--- src/hdl/clpm_pkg.sv ---
`default_nettype none
package clpm_pkg;

    localparam int unsigned DIST_W    = 18;
    localparam int unsigned IDX_W     = 4;
    localparam int unsigned CELL_W    = 6;
    localparam int unsigned MAX_RES   = 32;

    typedef enum logic [1:0] {
        FUNC_LOAD_A = 2'd0,
        FUNC_LOAD_B = 2'd1,
        FUNC_RUN    = 2'd2,
        FUNC_NONE   = 2'd3
    } func_t;

    typedef struct packed {
        logic [1:0]        func;
        logic [DIST_W-1:0] point_distance;
    } in_item_t;

    typedef struct packed {
        logic             pair_valid;
        logic [IDX_W-1:0] index_a;
        logic [IDX_W-1:0] index_b;
        logic             last;
    } out_item_t;

    // Commands from the controller to the datapath.
    typedef struct packed {
        logic load_a;
        logic load_b;
        logic fill_start;
        logic fill_step;
        logic trace_start;
        logic trace_rd;
        logic trace_step;
        logic clear_lists;
    } dp_cmd_t;

    // Status from the datapath back to the controller.
    typedef struct packed {
        logic fill_done;
        logic trace_done;
        logic take;
    } dp_sts_t;

endpackage
`default_nettype wire

--- src/hdl/clpm_ctrl.sv ---
`default_nettype none
module clpm_ctrl
    import clpm_pkg::*;
(
    input  wire logic      clk,
    input  wire logic      rst_n,
    input  wire logic      in_valid,
    output logic           in_ready,
    input  wire in_item_t  in_item,
    output dp_cmd_t        cmd,
    input  wire dp_sts_t   sts,
    input  wire logic [IDX_W-1:0] pair_a,
    input  wire logic [IDX_W-1:0] pair_b,
    output logic           out_valid,
    input  wire logic      out_ready,
    output out_item_t      out_item
);

    typedef enum logic [2:0] {
        S_IDLE, S_FILL, S_TSTART, S_READ, S_DECIDE, S_EMIT, S_FLUSH
    } state_t;

    state_t            state_reg;
    logic [2:0]        rd_cnt_reg;
    logic [5:0]        emitted_reg;
    out_item_t         hold_reg;
    logic              hold_vld_reg;
    out_item_t         out_reg;
    logic              out_vld_reg;

    logic in_fire, out_free, keep_pair, out_load;
    assign in_ready = (state_reg == S_IDLE) && !out_vld_reg && !hold_vld_reg;
    assign in_fire  = in_valid && in_ready;
    assign out_free = !out_vld_reg || out_ready;
    assign out_valid = out_vld_reg;
    assign out_item  = out_reg;

    always_comb
    begin
        cmd = '0;
        cmd.load_a = in_fire && (in_item.func == FUNC_LOAD_A);
        cmd.load_b = in_fire && (in_item.func == FUNC_LOAD_B);
        cmd.fill_start = in_fire && (in_item.func == FUNC_RUN);
        cmd.fill_step = (state_reg == S_FILL) && !sts.fill_done;
        cmd.trace_start = (state_reg == S_FILL) && sts.fill_done;
        cmd.trace_rd = (state_reg == S_READ);
        cmd.trace_step = (state_reg == S_DECIDE) && (!sts.take || out_free);
        cmd.clear_lists = (state_reg == S_FLUSH) && out_free;
    end

    // The output register is loaded when a take pushes out the held pair or
    // when the run ends.
    assign keep_pair = cmd.trace_step && sts.take && (emitted_reg < 6'(MAX_RES));
    assign out_load  = (keep_pair && hold_vld_reg) || cmd.clear_lists;

    always_ff @(posedge clk or negedge rst_n)
    begin
        if (!rst_n)
        begin
            state_reg    <= S_IDLE;
            rd_cnt_reg   <= '0;
            emitted_reg  <= '0;
            hold_vld_reg <= 1'b0;
            out_vld_reg  <= 1'b0;
            hold_reg     <= '0;
            out_reg      <= '0;
        end
        else
        begin
            if (out_load)
                out_vld_reg <= 1'b1;
            else if (out_vld_reg && out_ready)
                out_vld_reg <= 1'b0;
            unique case (state_reg)
                S_IDLE:
                    if (cmd.fill_start)
                    begin
                        state_reg   <= S_FILL;
                        emitted_reg <= '0;
                    end
                S_FILL:
                    if (sts.fill_done)
                        state_reg <= S_TSTART;
                S_TSTART:
                    if (sts.trace_done)
                        state_reg <= S_FLUSH;
                    else
                    begin
                        state_reg  <= S_READ;
                        rd_cnt_reg <= '0;
                    end
                S_READ:
                begin
                    rd_cnt_reg <= rd_cnt_reg + 1'b1;
                    if (rd_cnt_reg == 3'd4)
                        state_reg <= S_DECIDE;
                end
                S_DECIDE:
                    if (cmd.trace_step)
                    begin
                        // A take pushes the held pair out and keeps the new one,
                        // so the final pair can still get its last flag.
                        if (keep_pair)
                        begin
                            if (hold_vld_reg)
                                out_reg <= hold_reg;
                            hold_reg     <= '{pair_valid: 1'b1, index_a: pair_a,
                                              index_b: pair_b, last: 1'b0};
                            hold_vld_reg <= 1'b1;
                            emitted_reg  <= emitted_reg + 1'b1;
                        end
                        state_reg <= S_TSTART;
                    end
                S_FLUSH:
                    if (out_free)
                    begin
                        out_reg.pair_valid <= hold_vld_reg;
                        out_reg.index_a    <= hold_vld_reg ? hold_reg.index_a : '0;
                        out_reg.index_b    <= hold_vld_reg ? hold_reg.index_b : '0;
                        out_reg.last       <= 1'b1;
                        hold_vld_reg       <= 1'b0;
                        state_reg          <= S_IDLE;
                    end
                default: state_reg <= S_IDLE;
            endcase
        end
    end

endmodule
`default_nettype wire

--- config.mk ---
export PLATFORM = sky130hd
export DESIGN_NAME = clpm_ctrl
export DESIGN_NICKNAME = d
export VERILOG_FILES = /design/src/hdl/clpm_pkg.sv /design/src/hdl/clpm_ctrl.sv
export SDC_FILE = /design/constraint.sdc
export NUM_CORES = 1
export LEC_CHECK = 0
export BUFFER_PORTS_ARGS = -buffer_cell sky130_fd_sc_hd__clkbuf_2
export CORE_MARGIN = 2
export CORE_UTILIZATION = 32
export CTS_CLUSTER_DIAMETER = 200
export DETAILED_ROUTE_END_ITERATION = 16
export SYNTH_ARGS = -nofsm -noshare
export SYNTH_HDL_FRONTEND = slang
export SYNTH_SLANG_ARGS = --single-unit
--- constraint.sdc ---
create_clock -name clk -period 2 [get_ports clk]
set_input_delay 0.4 -clock clk [delete_from_list [all_inputs] [get_ports clk]]
set_output_delay 0.4 -clock clk [all_outputs]
set_load 0.03 [all_outputs]
Word level (Yosys, flattened, before mapping)
Index checks and enable logic that the tools add are counted.
Widths: inputs -> output; s select.
{"block": "totals", "out_inout_bits": 20, "register_bits": 33, "in_bits": 35, "word_cells": 90}
{"block": "op_classes", "n_addsub": 2, "order_cmp": 1, "reduce_logical": 33, "muxes": 26, "n_eq_ne": 16}
{"cell": "$mux 10", "count": 4}
{"cell": "$mux 3", "count": 7}
{"cell": "$pmux 10 s2", "count": 1}
{"cell": "$mux 6", "count": 3}
{"cell": "$pmux 3 s6", "count": 1}
{"cell": "$logic_and 1x1->1", "count": 14}
{"cell": "$ne 2x2->1 const B", "count": 7}
{"cell": "$pmux 6 s2", "count": 1}
{"cell": "$reduce_and 5->1", "count": 2}
{"cell": "$eq 3x3->1 const B", "count": 3}
{"cell": "$mux 4", "count": 2}
{"cell": "$reduce_and 4->1", "count": 2}
{"cell": "$reduce_bool 2->1", "count": 4}
{"cell": "$add 6x1->6 const B", "count": 1}
{"cell": "$eq 3x2->1 const B", "count": 2}
{"cell": "$lt 6x6->1 const B", "count": 1}
{"cell": "$pmux 3 s2", "count": 1}
{"cell": "$mux 1", "count": 5}
{"cell": "$logic_not 1->1", "count": 4}
{"cell": "$add 3x1->3 const B", "count": 1}
{"cell": "$eq 3x1->1 const B", "count": 1}
{"cell": "$logic_not 3->1", "count": 1}
{"cell": "$logic_or 1x1->1", "count": 3}
{"cell": "$reduce_and 3->1", "count": 1}
{"cell": "other kinds (6)", "count": 6}

Longest topological paths before layout
{"block": "logic_depth", "word_depth": 9, "depth_mapped": 7, "mapped_depth_nobuf": 5}

Worst setup path after synthesis
No wires, ideal clock.
{"block": "synth_path", "kind": "register to output", "from": "register state_reg[1]", "to": "output port cmd[6] (netlist bit)", "required_ns": 1.600, "path_stages_with_launch": 6, "arrival_ns": 1.977, "path_slack_ns": -0.377, "path_buffers": 1, "cell_sequence": "dfrtp_1 -> clkbuf_1 -> nor3_1 -> and2_1 -> nand2_1 -> nor3b_1"}
{"item": "from (decl)", "line_no": "clpm_ctrl.sv:23", "rtl": "state_t state_reg;"}
{"item": "from (signal assigned)", "line_no": "clpm_ctrl.sv:60", "rtl": "state_reg <= S_IDLE;"}
{"item": "from (signal assigned)", "line_no": "clpm_ctrl.sv:78", "rtl": "state_reg <= S_FILL;"}
{"item": "from (signal assigned)", "line_no": "clpm_ctrl.sv:83", "rtl": "state_reg <= S_TSTART;"}
{"item": "to (decl)", "line_no": "clpm_ctrl.sv:10", "rtl": "output dp_cmd_t cmd,"}

==> impl_metrics.tcl <==
set metrics [dict create \
    status "completed" \
    overflow 0 \
    fin_nets 256 \
    power.leakage_uw 0.00108 \
    fin_crit_ns 1.94 \
    core_sq_um 4720 \
    wl_met2_mm 1.68 \
    drt_iter0_drc 67 \
    endpoint_kind "output pin" \
    antenna_left 0 \
    multi_input_area_sq_um 751 \
    clock_latency_ns 0.27 \
    highest_layer "met4" \
    grt_pass1_vias 1266 \
    layout_common_cells "nand2_1, clkbuf_2, dfrtp_1" \
    p_sw_uw 1230 \
    setup_viol 0 \
    area_growth_pct 34.0 \
    grt_pass1_wl_mm 5.61 \
    ir_drop_v 0.000461 \
    firstDrtPassIters 4 \
    synth_area_leaders "dfrtp_1, nand2_1, o21ai_0, ha_1, nor2b_1" \
    rows 25 \
    slew-limit-headroom_pct 63.2 \
    grt_max_degree 24 \
    routed_wl_mm 3.36 \
    required_ns 1.60 \
    clkTransAtPathRegs_ns 0.06 \
    portBuffers 36 \
    setup_tns_ns 0 \
    antenna_found_initial 0 \
    die_h_um 74.0 \
    final_hold_viol_count 0 \
    rsz0062_at_grt "true" \
    largest_reg_flops 10 \
    clock_sinks 33 \
    fin_cells 286 \
    max_stage_delay_ns 0.41 \
    routedWlPerCell_um 11.7 \
    ys_ff_latch 33 \
    gp_congestion 0.790 \
    async_flop_share_pct 100 \
    drc_errors 0 \
    fmax_ghz 0.516 \
    hold_path.class "input port to async pin" \
    ys_seq_area_share_pct 52.7 \
    m1WireLength_mm 1.52 \
    syn_nets 207 \
    synth_enable_flop_cells 0 \
    clock_skew_ns 0.00474 \
    cp_cell_sequence "or3b_4, buf_4, a21oi_2, buf_4" \
    yosys.area.top_type_share_pct 52.7 \
    root_buffer "clkbuf_8" \
    synth_flop_cell "dfrtp_1" \
    dp_hpwl_mm 2.57 \
    route.met3.wl_um 111 \
    syn-cell-area_sq_um 1570 \
    vias 1310 \
    yosys.area.top_type "dfrtp_1" \
    syn_area_per_cell_sq_um 9.27 \
    synth_cells 169 \
    p_int_uw 1890 \
    critPathArrivalTime_ns 1.54 \
    p_sw_share_pct 39.4 \
    ios 55 \
    dieWidth_um 74.0 \
    critPathKind "flip-flop to output pin" \
    htree_levels 2 \
    regArea_sq_um 827 \
    hold_ws_ns 0.102 \
    start_util_pct 33.2 \
    fin_crit_sh_pct 96.9 \
    antenna-diode-count 0 \
    final_common_cell "nand2_1" \
    cap_violations 0 \
    p_clk_share_pct 20.1 \
    numPlacedInstances 274 \
    yosys_warnings 0 \
    fillers 471 \
    ys_types 34 \
    cts_tree "done" \
    cp_max_fo 4 \
    via_per_inst 4.58 \
    cts_buffers 5 \
    clock_path_buffers 2 \
    sequentialPowerShare_pct 36.4 \
    finalPower_uw 3120 \
    die-area_sq_um 5470 \
    cp_slowest_cell "or3b_4" \
    crit_top_cell "buf_4" \
    start_kind "flip-flop" \
    fin_util_pct 44.5 \
    combPwrFrac_pct 43.6 \
    p_per_area_nw_per_um2 1480 \
    slew_violations 0 \
    grtUsageTotal_pct 13.4 \
    worstMarginPinSlew_ns 0.552 \
    layout-drive-gt1-share_pct 32.9 \
]
## power groups by stage
stage,clock (uW),combinational (uW),sequential (uW)
2_1_floorplan,0,730,1280
3_3_place_gp,0,1250,1120
3_5_place_dp,0,1260,1130
4_1_cts,643,1320,1130
5_1_grt,667,1510,1170
6_report,625,1360,1130
## worst paths after layout
check,from,end,slack [ns],cells past startpoint
max,state_reg[1],cmd[1],0.06,4
min,rst_n,hold_reg[7],0.10,1
max reg2reg,state_reg[1],emitted_reg[3],0.09,5
min reg2reg,hold_reg[9],hold_reg[9],0.48,1
max in group asynchronous,rst_n,hold_vld_reg,1.38,2
min in group clk,pair_b[2],hold_reg[3],0.31,3
## metal layers
metal	track usage, %	vias up
li1	-	673
met2	22.5	23
met4	4.85	0
met3	3.52	5
met5	0	-
met1	16.7	609
## stage by stage
step	area (sq um)	setup WS [ns]
6_report	2100	0.0621
5_1_grt	2100	-0.00693
4_1_cts	2050	0.0109
3_5_place_dp	1890	0.101
3_3_place_gp	1890	0.0813
2_1_floorplan	1600	0.0137
## critical path: cells and delay by family (launching register included)
kind                   cells  cell delay (ns)
flip-flops                 1             0.39
AO/OA/AOI/OAI              1             0.12
buffers and inverters      2             0.34
AND/OR/NAND/NOR            1             0.41
## cells in the mapped netlist (all sizes together) (3+ instances only)
| library cell | instances |
|---|---|
| nand2b | 4 |
| nand3 | 5 |
| clkbuf | 4 |
| a21o | 4 |
| nor2b | 6 |
| nand2 | 47 |
| ha | 3 |
| buf | 4 |
| mux2i | 3 |
| dfrtp | 33 |
| nor2 | 5 |
| inv | 5 |
| o21ai | 17 |
| nor3 | 4 |
## area by class of cell
class	instances	area share, %
flip-flops and latches	33	39.4
multi-input cells	123	35.8
repair buffers	50	14.4
clock buffers	7	4.11
well taps	67	3.99
clock inverters	1	1.43
inverters	5	0.894
## kinds of logic (layout without fill, tap and decap cells)
group                      count (synthesis)  count (layout)  synth area share, %
AOI/OAI and AO/OA                         32              32                 12.6
adders and majority gates                  3               3                 2.40
buffers and inverters                     13              63                 3.83
DFF                                       33              33                 52.7
muxes                                      4               4                 2.64
and+or+nand+nor                           84              84                 25.8
## what timing repair did
action	CTS	global route
hold buffers	0	0
pin swaps	0	3
endpoints found under the hold margin	0	0
endpoints found under the setup margin	3	7
cloned	0	0
gates resized for setup	12	7
buffers inserted	0	4
Note: power is estimated with default switching activity, not from simulation.
